File: src/rtl/rgbhsv_pkg.sv
package rgbhsv_pkg;

    // control that travels with an item from stage to stage
    typedef struct packed {
        logic valid;
        logic grey;
    } stage_ctrl_t;

endpackage

File: src/rtl/rgbhsv_prep.sv
module rgbhsv_prep #(
    parameter int CB = 8,
    parameter int HB = 12
) (
    input  logic                      clk,
    input  logic                      rst_n,
    input  logic                      in_valid,
    output logic                      in_ready,
    input  logic [CB-1:0]             red,
    input  logic [CB-1:0]             green,
    input  logic [CB-1:0]             blue,
    output rgbhsv_pkg::stage_ctrl_t   ctrl_out,
    input  logic                      ready_in,
    output logic [CB-1:0]             sat_rem,
    output logic [CB-1:0]             sat_low,
    output logic [CB-1:0]             sat_quo,
    output logic [CB-1:0]             hi_val,
    output logic [CB+2:0]             hue_rem,
    output logic [CB+2:0]             six_val,
    output logic [HB-1:0]             hue_quo
);
    import rgbhsv_pkg::*;

    logic              valid_reg;
    logic              grey_reg;
    logic [CB-1:0]     hi;
    logic [CB-1:0]     lo;
    logic [CB-1:0]     delta;
    logic [2*CB-1:0]   prod;
    logic [CB+2:0]     six;
    logic signed [CB+3:0] num;
    logic signed [CB+3:0] num_adj;
    logic [CB-1:0]     sat_rem_reg;
    logic [CB-1:0]     sat_low_reg;
    logic [CB-1:0]     hi_reg;
    logic [CB+2:0]     hue_rem_reg;
    logic [CB+2:0]     six_reg;

    always_comb
    begin
        hi = red;
        if (green > hi)
        begin
            hi = green;
        end
        if (blue > hi)
        begin
            hi = blue;
        end
        lo = red;
        if (green < lo)
        begin
            lo = green;
        end
        if (blue < lo)
        begin
            lo = blue;
        end
    end

    assign delta = hi - lo;
    // delta times full scale, as a shift and a subtract
    assign prod  = {delta, {CB{1'b0}}} - {{CB{1'b0}}, delta};
    assign six   = {1'b0, delta, 2'b00} + {2'b00, delta, 1'b0};

    // sector offset plus signed channel difference, ties go red then green
    always_comb
    begin
        priority if (red == hi)
        begin
            num = $signed({4'b0000, green}) - $signed({4'b0000, blue});
        end
        else if (green == hi)
        begin
            num = $signed({3'b000, delta, 1'b0}) + $signed({4'b0000, blue})
                - $signed({4'b0000, red});
        end
        else
        begin
            num = $signed({2'b00, delta, 2'b00}) + $signed({4'b0000, red})
                - $signed({4'b0000, green});
        end
        if (num < 0)
        begin
            num_adj = num + $signed({1'b0, six});
        end
        else
        begin
            num_adj = num;
        end
    end

    assign in_ready = !valid_reg || ready_in;

    always_ff @(posedge clk or negedge rst_n)
    begin
        if (!rst_n)
        begin
            valid_reg <= 1'b0;
            grey_reg  <= 1'b0;
        end
        else if (in_ready)
        begin
            valid_reg <= in_valid;
            grey_reg  <= (delta == '0);
        end
    end

    always_ff @(posedge clk)
    begin
        if (in_ready && in_valid)
        begin
            sat_rem_reg <= prod[2*CB-1:CB];
            sat_low_reg <= prod[CB-1:0];
            hi_reg      <= hi;
            hue_rem_reg <= num_adj[CB+2:0];
            six_reg     <= six;
        end
    end

    assign ctrl_out.valid = valid_reg;
    assign ctrl_out.grey  = grey_reg;
    assign sat_rem = sat_rem_reg;
    assign sat_low = sat_low_reg;
    assign sat_quo = '0;
    assign hi_val  = hi_reg;
    assign hue_rem = hue_rem_reg;
    assign six_val = six_reg;
    assign hue_quo = '0;

endmodule

File: src/rtl/rgbhsv_div_cell.sv
module rgbhsv_div_cell #(
    parameter int CB       = 8,
    parameter int HB       = 12,
    parameter bit SAT_STEP = 1'b1,
    parameter bit HUE_STEP = 1'b1
) (
    input  logic                      clk,
    input  logic                      rst_n,
    input  rgbhsv_pkg::stage_ctrl_t   ctrl_in,
    output logic                      ready_out,
    input  logic [CB-1:0]             sat_rem_in,
    input  logic [CB-1:0]             sat_low_in,
    input  logic [CB-1:0]             sat_quo_in,
    input  logic [CB-1:0]             hi_in,
    input  logic [CB+2:0]             hue_rem_in,
    input  logic [CB+2:0]             six_in,
    input  logic [HB-1:0]             hue_quo_in,
    output rgbhsv_pkg::stage_ctrl_t   ctrl_out,
    input  logic                      ready_in,
    output logic [CB-1:0]             sat_rem_out,
    output logic [CB-1:0]             sat_low_out,
    output logic [CB-1:0]             sat_quo_out,
    output logic [CB-1:0]             hi_out,
    output logic [CB+2:0]             hue_rem_out,
    output logic [CB+2:0]             six_out,
    output logic [HB-1:0]             hue_quo_out
);
    import rgbhsv_pkg::*;

    logic          valid_reg;
    logic          grey_reg;
    logic [CB:0]   sat_trial;
    logic          sat_bit;
    logic [CB+3:0] hue_trial;
    logic          hue_bit;
    logic [CB-1:0] sat_rem_next;
    logic [CB-1:0] sat_low_next;
    logic [CB-1:0] sat_quo_next;
    logic [CB+2:0] hue_rem_next;
    logic [HB-1:0] hue_quo_next;
    logic [CB-1:0] sat_rem_reg;
    logic [CB-1:0] sat_low_reg;
    logic [CB-1:0] sat_quo_reg;
    logic [CB-1:0] hi_reg;
    logic [CB+2:0] hue_rem_reg;
    logic [CB+2:0] six_reg;
    logic [HB-1:0] hue_quo_reg;

    // one restoring step on each lane whose step parameter is set; a lane with its step off passes through
    assign sat_trial = {sat_rem_in, sat_low_in[CB-1]};
    assign sat_bit   = (sat_trial >= {1'b0, hi_in});
    assign hue_trial = {hue_rem_in, 1'b0};
    assign hue_bit   = (hue_trial >= {1'b0, six_in});

    always_comb
    begin
        if (SAT_STEP)
        begin
            sat_rem_next = sat_bit ? CB'(sat_trial - {1'b0, hi_in}) : sat_trial[CB-1:0];
            sat_low_next = {sat_low_in[CB-2:0], 1'b0};
            sat_quo_next = {sat_quo_in[CB-2:0], sat_bit};
        end
        else
        begin
            sat_rem_next = sat_rem_in;
            sat_low_next = sat_low_in;
            sat_quo_next = sat_quo_in;
        end
        if (HUE_STEP)
        begin
            hue_rem_next = hue_bit ? (CB+3)'(hue_trial - {1'b0, six_in})
                                   : hue_trial[CB+2:0];
            hue_quo_next = {hue_quo_in[HB-2:0], hue_bit};
        end
        else
        begin
            hue_rem_next = hue_rem_in;
            hue_quo_next = hue_quo_in;
        end
    end

    assign ready_out = !valid_reg || ready_in;

    always_ff @(posedge clk or negedge rst_n)
    begin
        if (!rst_n)
        begin
            valid_reg <= 1'b0;
            grey_reg  <= 1'b0;
        end
        else if (ready_out)
        begin
            valid_reg <= ctrl_in.valid;
            grey_reg  <= ctrl_in.grey;
        end
    end

    always_ff @(posedge clk)
    begin
        if (ready_out && ctrl_in.valid)
        begin
            sat_rem_reg <= sat_rem_next;
            sat_low_reg <= sat_low_next;
            sat_quo_reg <= sat_quo_next;
            hi_reg      <= hi_in;
            hue_rem_reg <= hue_rem_next;
            six_reg     <= six_in;
            hue_quo_reg <= hue_quo_next;
        end
    end

    assign ctrl_out.valid = valid_reg;
    assign ctrl_out.grey  = grey_reg;
    assign sat_rem_out = sat_rem_reg;
    assign sat_low_out = sat_low_reg;
    assign sat_quo_out = sat_quo_reg;
    assign hi_out      = hi_reg;
    assign hue_rem_out = hue_rem_reg;
    assign six_out     = six_reg;
    assign hue_quo_out = hue_quo_reg;

endmodule

File: src/rtl/rgb_to_hsv_converter_unit.sv
// rgb to hsv pixel converter
// each item passes through the front stage and then through every divide cell in turn
// throughput: one item per cycle while out_stall is low, set by the chain of one-bit divide cells
// each stage holds its item while stalled and empty stages fill behind it
// reset: asynchronous active-low rst_n empties every stage; no item is held after reset
module rgb_to_hsv_converter_unit #(
    parameter int CHANNEL_BITS = 8,
    parameter int HUE_BITS     = 12
) (
    input  logic                     clk,
    input  logic                     rst_n,
    input  logic                     in_valid,
    output logic                     in_stall,
    input  logic [CHANNEL_BITS-1:0]  red,
    input  logic [CHANNEL_BITS-1:0]  green,
    input  logic [CHANNEL_BITS-1:0]  blue,
    output logic                     out_valid,
    input  logic                     out_stall,
    output logic [HUE_BITS-1:0]      hue,
    output logic [CHANNEL_BITS-1:0]  saturation,
    output logic [CHANNEL_BITS-1:0]  brightness
);
    import rgbhsv_pkg::*;

    localparam int CB = CHANNEL_BITS;
    localparam int HB = HUE_BITS;
    // number of cells: the longer of the two quotients sets the chain length
    localparam int NCELL = (CB > HB) ? CB : HB;

    // link k feeds cell k; link NCELL is the output of the last cell
    stage_ctrl_t   ctrl   [NCELL+1];
    logic          ready  [NCELL+1];
    logic [CB-1:0] s_rem  [NCELL+1];
    logic [CB-1:0] s_low  [NCELL+1];
    logic [CB-1:0] s_quo  [NCELL+1];
    logic [CB-1:0] hi_v   [NCELL+1];
    logic [CB+2:0] h_rem  [NCELL+1];
    logic [CB+2:0] six_v  [NCELL+1];
    logic [HB-1:0] h_quo  [NCELL+1];
    logic          prep_ready;

    // front stage: max, min, delta, hue numerator and the two dividends
    rgbhsv_prep #(
        .CB (CB),
        .HB (HB)
    ) u_prep (
        .clk      (clk),
        .rst_n    (rst_n),
        .in_valid (in_valid),
        .in_ready (prep_ready),
        .red      (red),
        .green    (green),
        .blue     (blue),
        .ctrl_out (ctrl[0]),
        .ready_in (ready[0]),
        .sat_rem  (s_rem[0]),
        .sat_low  (s_low[0]),
        .sat_quo  (s_quo[0]),
        .hi_val   (hi_v[0]),
        .hue_rem  (h_rem[0]),
        .six_val  (six_v[0]),
        .hue_quo  (h_quo[0])
    );

    // chain of divide cells, one quotient bit of each lane per cell
    // the saturation lane uses the first CB cells, the hue lane the first HB
    for (genvar k = 0; k < NCELL; k++)
    begin : g_cell
        rgbhsv_div_cell #(
            .CB       (CB),
            .HB       (HB),
            .SAT_STEP (k < CB),
            .HUE_STEP (k < HB)
        ) u_cell (
            .clk         (clk),
            .rst_n       (rst_n),
            .ctrl_in     (ctrl[k]),
            .ready_out   (ready[k]),
            .sat_rem_in  (s_rem[k]),
            .sat_low_in  (s_low[k]),
            .sat_quo_in  (s_quo[k]),
            .hi_in       (hi_v[k]),
            .hue_rem_in  (h_rem[k]),
            .six_in      (six_v[k]),
            .hue_quo_in  (h_quo[k]),
            .ctrl_out    (ctrl[k+1]),
            .ready_in    (ready[k+1]),
            .sat_rem_out (s_rem[k+1]),
            .sat_low_out (s_low[k+1]),
            .sat_quo_out (s_quo[k+1]),
            .hi_out      (hi_v[k+1]),
            .hue_rem_out (h_rem[k+1]),
            .six_out     (six_v[k+1]),
            .hue_quo_out (h_quo[k+1])
        );
    end

    // last cell doubles as the output register
    assign ready[NCELL] = !out_stall;
    assign in_stall     = !prep_ready;
    assign out_valid    = ctrl[NCELL].valid;

    // grey or black pixel: both quotients are forced to zero
    assign hue        = ctrl[NCELL].grey ? '0 : h_quo[NCELL];
    assign saturation = ctrl[NCELL].grey ? '0 : s_quo[NCELL];
    assign brightness = hi_v[NCELL];

    // black pixel gives neither saturation nor hue
    a_black_zero : assert property (@(posedge clk) disable iff (!rst_n)
        out_valid && (brightness == '0) |-> (saturation == '0) && (hue == '0))
        else $error("black pixel with non-zero saturation or hue");

    // zero saturation only comes from a grey pixel, whose hue is zero
    a_grey_hue : assert property (@(posedge clk) disable iff (!rst_n)
        out_valid && (saturation == '0) |-> (hue == '0))
        else $error("zero saturation with non-zero hue");

    // an empty output stage never holds back the input
    a_empty_ready : assert property (@(posedge clk) disable iff (!rst_n)
        !out_valid |-> !in_stall)
        else $error("input stalled while output stage empty");

endmodule
File: config.mk
export PLATFORM = sky130hd
export DESIGN_NAME = rgb_to_hsv_converter_unit
export DESIGN_NICKNAME = d
export VERILOG_FILES = /design/src/rtl/rgbhsv_pkg.sv /design/src/rtl/rgbhsv_prep.sv /design/src/rtl/rgbhsv_div_cell.sv /design/src/rtl/rgb_to_hsv_converter_unit.sv
export SDC_FILE = /design/constraint.sdc
export NUM_CORES = 1
export LEC_CHECK = 0
export BUFFER_PORTS_ARGS = -buffer_cell sky130_fd_sc_hd__buf_2
export CAP_MARGIN = 10
export CORE_MARGIN = 8
export CORE_UTILIZATION = 45
export DETAILED_ROUTE_END_ITERATION = 10
export MAX_ROUTING_LAYER = met4
export PLACE_DENSITY = 0.7
export SYNTH_ARGS = -nofsm -noshare
export SYNTH_HDL_FRONTEND = slang
export SYNTH_HIERARCHICAL = 1
export SYNTH_SLANG_ARGS = --single-unit
File: constraint.sdc
create_clock -name clk -period 4.8 [get_ports clk]
set_clock_uncertainty 0.2 [all_clocks]
set_input_delay 0.72 -clock clk [delete_from_list [all_inputs] [get_ports clk]]
set_output_delay 0.72 -clock clk [all_outputs]
set_load 0.005 [all_outputs]
==> results.md, run 1 <==
* CP max stage delay at 600 ps
* Tcrit/Tclk final at 1.68
* WL/cell at about 16 um
* Die W at about 300 um
* Vias in the first global route at between 20000 and 25000
* Relative slew slack at 0.234
* Worst-Skew Late Latency at about 600 ps
* Die area at 89600 sq um
* Startpoint Class: input port
* Final setup violation count at 35
* Least-Margin Pin Slew at between 1000 and 1500 ps
* RSZ-0062 raised after global routing: true
* Final instance area at approximately 43000 sq um
* Drt first pass iters at 5
* Crit path capture type: register
* Placed Area at ~40000 sq um
* Drt total wl at ~71000 um
* Initial DRC Count at roughly 1100
* # nets final at ~3700
* Required @ worst endpoint at 4940 ps
* Largest net degree at the start of global routing at 53
* Clock transition at path regs at 60 ps
* Core box area at ~80000 sq um
* Dpl hpwl at about 54000 um
* Row count at about 100
* Share of cells above drive strength 1 at 0.258
* Initial antenna violation count at 1
* Minimum clock period at approximately 8100 ps
* Max-slew violations at 0
* Crit Path Class: input port to register
* Syn avg cell area at between 10 and 15 sq um
* Via count at about 23000
* Status: finished with violations
* Routability cong. at 0.956
* IO Count at 58
* WP data arrival at ~8000 ps
* Initial core utilization at 0.451
* P&R area growth vs syn at 19.8%
* Placement Setup Slack at -4040 ps
* Post-DRT Antenna Nets at 0
* Max-cap violations at 0
* Failing checks: setup timing
* Worst min-delay path category: input port to register
* H-tree levels at 3
* Fmax at between 100 and 150 MHz
* Die height at roughly 300 um
* Cells after Synth at between 2000 and 3000
* Worst setup margin at -3280 ps
* Final number of hold-violating endpoints at 0
* # DRC at 0
* Global-route wire length before repair at approximately 120000 um
* CTS tree: done
* Post-Syn Area at 36100 sq um
* CTS sink count at roughly 640
* Mapped Nets at about 3300
* CTS root buf: clkbuf_16
* GR Overflow Total at 0
* GRT Overall Usage at 0.159
* Synthesis Warnings at 6
* Via-per-instance ratio at ~5.2
* CP Max Fanout at 4
* CTS buffer count at 70
* CP max stage cell: fa_2
* Clock Path Buffers at 3
* # port buffers at between 50 and 60
-- cell usage in the layout, fill, tap and decap left out, types with 72 or more instances in the layout --
master / count
clkbuf_16: 72
ha_1: 252
xnor2_1: 109
buf_4: 280
inv_1: 318
edfxtp_1: 611
a21oi_1: 187
nand2_1: 87
nor2_1: 190
mux2_2: 72
o21ai_0: 99
-- repair_timing --
action	in CTS	in global routing
endpoints found under the hold margin	26	0
endpoints found under the setup margin	36	36
hold buffers	1	0
setup buffers	53	29
pin swaps	76	73
gates resized for setup	94	69
-- final cells by class --
type	count	area [sq um]
Antenna cell	2	5.00
Clock buffer	89	1880
Clock inverter	41	524
Fill cell	6553	36800
Inverter	344	1330
Multi-Input combinational cell	1920	16300
Sequential cell	637	19000
Tap cell	1060	1330
Timing Repair Buffer	379	2900
-- worst max-delay path, delay by kind of cell --
kind                     cells  cell delay, ps
adder cells (fa/ha/maj)      7            2380
AO/OA/AOI/OAI               13            2340
buffers and inverters        7             650
AND/OR/NAND/NOR             10            1300
multiplexers                 2             560
XOR/XNOR                     2             260
-- routing by layer --
metal / global-route usage / part of all wire
met1: 0.174 / 0.41
met2: 0.294 / 0.53
met3: 0.0222 / 0.035
met4: 0.0552 / 0.028
met5: - / 0
-- path summary, 6_finish.rpt --
check / from / to / slack [ps] / cells after the start
min reg2reg: g_cell[4].u_cell/hue_quo_out[2] / g_cell[5].u_cell/hue_quo_out[3] / 210 / 0
max in group asynchronous: rst_n / g_cell[4].u_cell/valid_reg / 3530 / 2
min in group asynchronous: rst_n / g_cell[5].u_cell/grey_reg / 460 / 2
max: red[1] / u_prep/hue_rem[10] / -3280 / 41
min: in_valid / u_prep/valid_reg / 200 / 2
max reg2reg: g_cell[11].u_cell/valid_reg / g_cell[0].u_cell/hi_out[7] / 870 / 13
-- metrics by stage --
stage / hold slack [ps] / TNS, ps / utilization / std cells
after floorplan: 200 / -68810 / - / 2965
after global placement: 201 / -76150 / 0.494 / 4270
after detailed placement: 205 / -79510 / 0.494 / 4270
after CTS: 182 / -46940 / 0.534 / 4449
after global routing: 197 / -59280 / 0.541 / 4471
final: 202 / -51700 / 0.541 / 4472
Power of run 1 is left out: the tool's default activity adds up to more than one toggle a clock period on the data nets, which glitch-free logic cannot reach.
==> run 2: changes to the inputs <==
--- a/config.mk
+++ b/config.mk
@@ -7,7 +7,7 @@
 export LEC_CHECK = 0
 export BUFFER_PORTS_ARGS = -buffer_cell sky130_fd_sc_hd__buf_2
 export CAP_MARGIN = 10
-export CORE_MARGIN = 8
+export CORE_MARGIN = 5
 export CORE_UTILIZATION = 45
 export DETAILED_ROUTE_END_ITERATION = 10
 export MAX_ROUTING_LAYER = met4
@@ -16,3 +16,4 @@
 export SYNTH_HDL_FRONTEND = slang
 export SYNTH_HIERARCHICAL = 1
 export SYNTH_SLANG_ARGS = --single-unit
+export TNS_END_PERCENT = 50
==> run 2 against run 1 <==
Against the previous run: non-clock buffer count down 38; highest routed layer unchanged; routed wire length is 1.4% lower; critical path depth grew 5; hold slack worse by 13 ps; sequential cell count did not move; critical path type unchanged; the run still ends with setup timing left; worst setup slack improved by 32 ps; count of clock-buffer cells in the layout shrank 6; register-to-register slack worse by 140 ps; first-iteration DRC count fell by 7.4%.
==> results.md, run 2 (same netlist as run 1, synthesis figures left out) <==
* Status: finished with violations
* Failing checks: setup timing
* GR Overflow Total at 0
* Tcrit/Tclk final at 1.68
* # nets final at approximately 3700
* Clock transition at path regs at 60 ps
* Vias in the first global route at between 20000 and 25000
* Post-DRT Antenna Nets at 0
* H-tree levels at 3
* Dpl hpwl at around 54000 um
* Initial DRC Count at between 1000 and 1500
* Row count at about 100
* WP data arrival at a little over 8000 ps
* Minimum clock period at between 8000 and 9000 ps
* Commonest cells after routing, fill and taps aside: 611 x edfxtp_1, 318 x inv_1, 259 x buf_4
* Core box area at 80000 sq um
* Initial antenna violation count at 1
* Worst-Skew Late Latency at 610 ps
* CP max stage cell: fa_1
* Drt total wl at 70300 um
* IO Count at 58
* Startpoint Class: input port
* CP Buf/Inv Count at 9
* Area occupied by multi-input gates at 16200 sq um
* Largest delay share family, worst path: compound AO/OA/AOI/OAI gates
* Final number of hold-violating endpoints at 0
* Fillers at between 6000 and 7000
* WL/cell at approximately 16 um
* Die area at about 86000 sq um
* Commonest non-fill, non-tap cell in the layout: edfxtp_1
* Register area at ~19000 sq um
* Drt first pass iters at 5
* Hold depth at 0
* Fmax at about 120 MHz
* # DRC at 0
* CP max stage delay at around 540 ps
* Required @ worst endpoint at about 5000 ps
* Initial core utilization at 0.451
* Crit. path cell count at between 40 and 50
* Relative slew slack at 0.217
* Largest net degree at the start of global routing at 53
* GRT Overall Usage at 0.166
* # port buffers at between 50 and 60
* CTS tree: done
* Crit Path Class: input port to register
* CTS buffer count at 68
* Via-per-instance ratio at between 5 and 6
* Top cell by count, worst path: a21oi_2
* Share of cells above drive strength 1 at 0.247
* Max-slew violations at 0
* CP Max Fanout at 6
* Final setup violation count at 35
* Worst min-delay path category: register to register
* Via count at around 23000
* Worst setup margin at -3250 ps
* Crit path capture type: register
* CTS root buf: clkbuf_16
* Routability cong. at a little over 0.9
* Setup TNS at -48190 ps
* Clock Path Buffers at 3
* Die height at 293 um
* Max-cap violations at 0
* Reg2Reg Depth at 14
* RSZ-0062 raised after global routing: true
* P&R area growth vs syn at 18.2%
* Global-route wire length before repair at about 120000 um
* Die W at between 200 and 300 um
* Least-Margin Pin Slew at roughly 1200 ps
* CTS sink count at about 640
==> run 2: cell count changes in the layout (fill, tap and decap cells not counted), moves of 3 or more <==
cell	delta
xnor2_1	+3
clkbuf_1	-3
clkinv_16	+3
buf_4	-21
buf_6	-16
clkbuf_16	-3
bufinv_16	-4
==> run 2: worst register-to-register path: cells and delay by family, from the launching register on <==
| family | cells | cell delay, ps |
|---|---|---|
| simple gates | 13 | 2930 |
| flops | 1 | 380 |
| buf+inv | 1 | 120 |
==> run 2: cell type report <==
type,instances,share of cell area
clock buffer,83,0.0419
timing repair buffer,341,0.0599
sequential,637,0.445
clock inverter,39,0.0108
inverter,344,0.0310
tap,1060,0.0311
multi-input combinational,1920,0.380
antenna,1,0.0000586
==> run 2: path summary, 6_finish.rpt <==
kind                       slack (ps)                              end                       startpoint
setup / recovery                -3250               u_prep/hue_rem[10]                           red[5]
hold / removal                    190  g_cell[5].u_cell/hue_quo_out[2]  g_cell[4].u_cell/hue_quo_out[1]
setup reg to reg                  730      g_cell[0].u_cell/six_out[9]      g_cell[11].u_cell/valid_reg
hold reg to reg                   190  g_cell[5].u_cell/hue_quo_out[2]  g_cell[4].u_cell/hue_quo_out[1]
max in group asynchronous        3510        g_cell[5].u_cell/grey_reg                            rst_n
min in group asynchronous         480       g_cell[5].u_cell/valid_reg                            rst_n
==> run 2: repair_timing <==
action,4_1_cts,5_1_grt
setup endpoints to repair,36,36
gates resized for setup,101,40
hold endpoints to repair,26,0
setup buffers,19,6
hold buffers,1,0
pin swaps,61,42
==> run 2: metrics by stage <==
stage / worst slack [ps] / instances / hold slack, ps / area [sq um] / util
after floorplan: -3970 / 2965 / 200 / 36400 / -
after global placement: -3900 / 4280 / 201 / 39600 / 0.494
after detailed placement: -4140 / 4280 / 205 / 39600 / 0.494
after CTS: -3070 / 4418 / 188 / 42400 / 0.530
after global routing: -3560 / 4425 / 196 / 42700 / 0.533
final: -3250 / 4425 / 190 / 42700 / 0.533
==> run 2: routing by layer <==
layer,up-vias,track usage,share of wire
li1,11500,-,-
met4,0,0.0455,0.025
met1,11100,0.193,0.42
met5,-,-,0
met3,113,0.0234,0.029
met2,309,0.302,0.53
Power of run 2 is left out for the same reason.
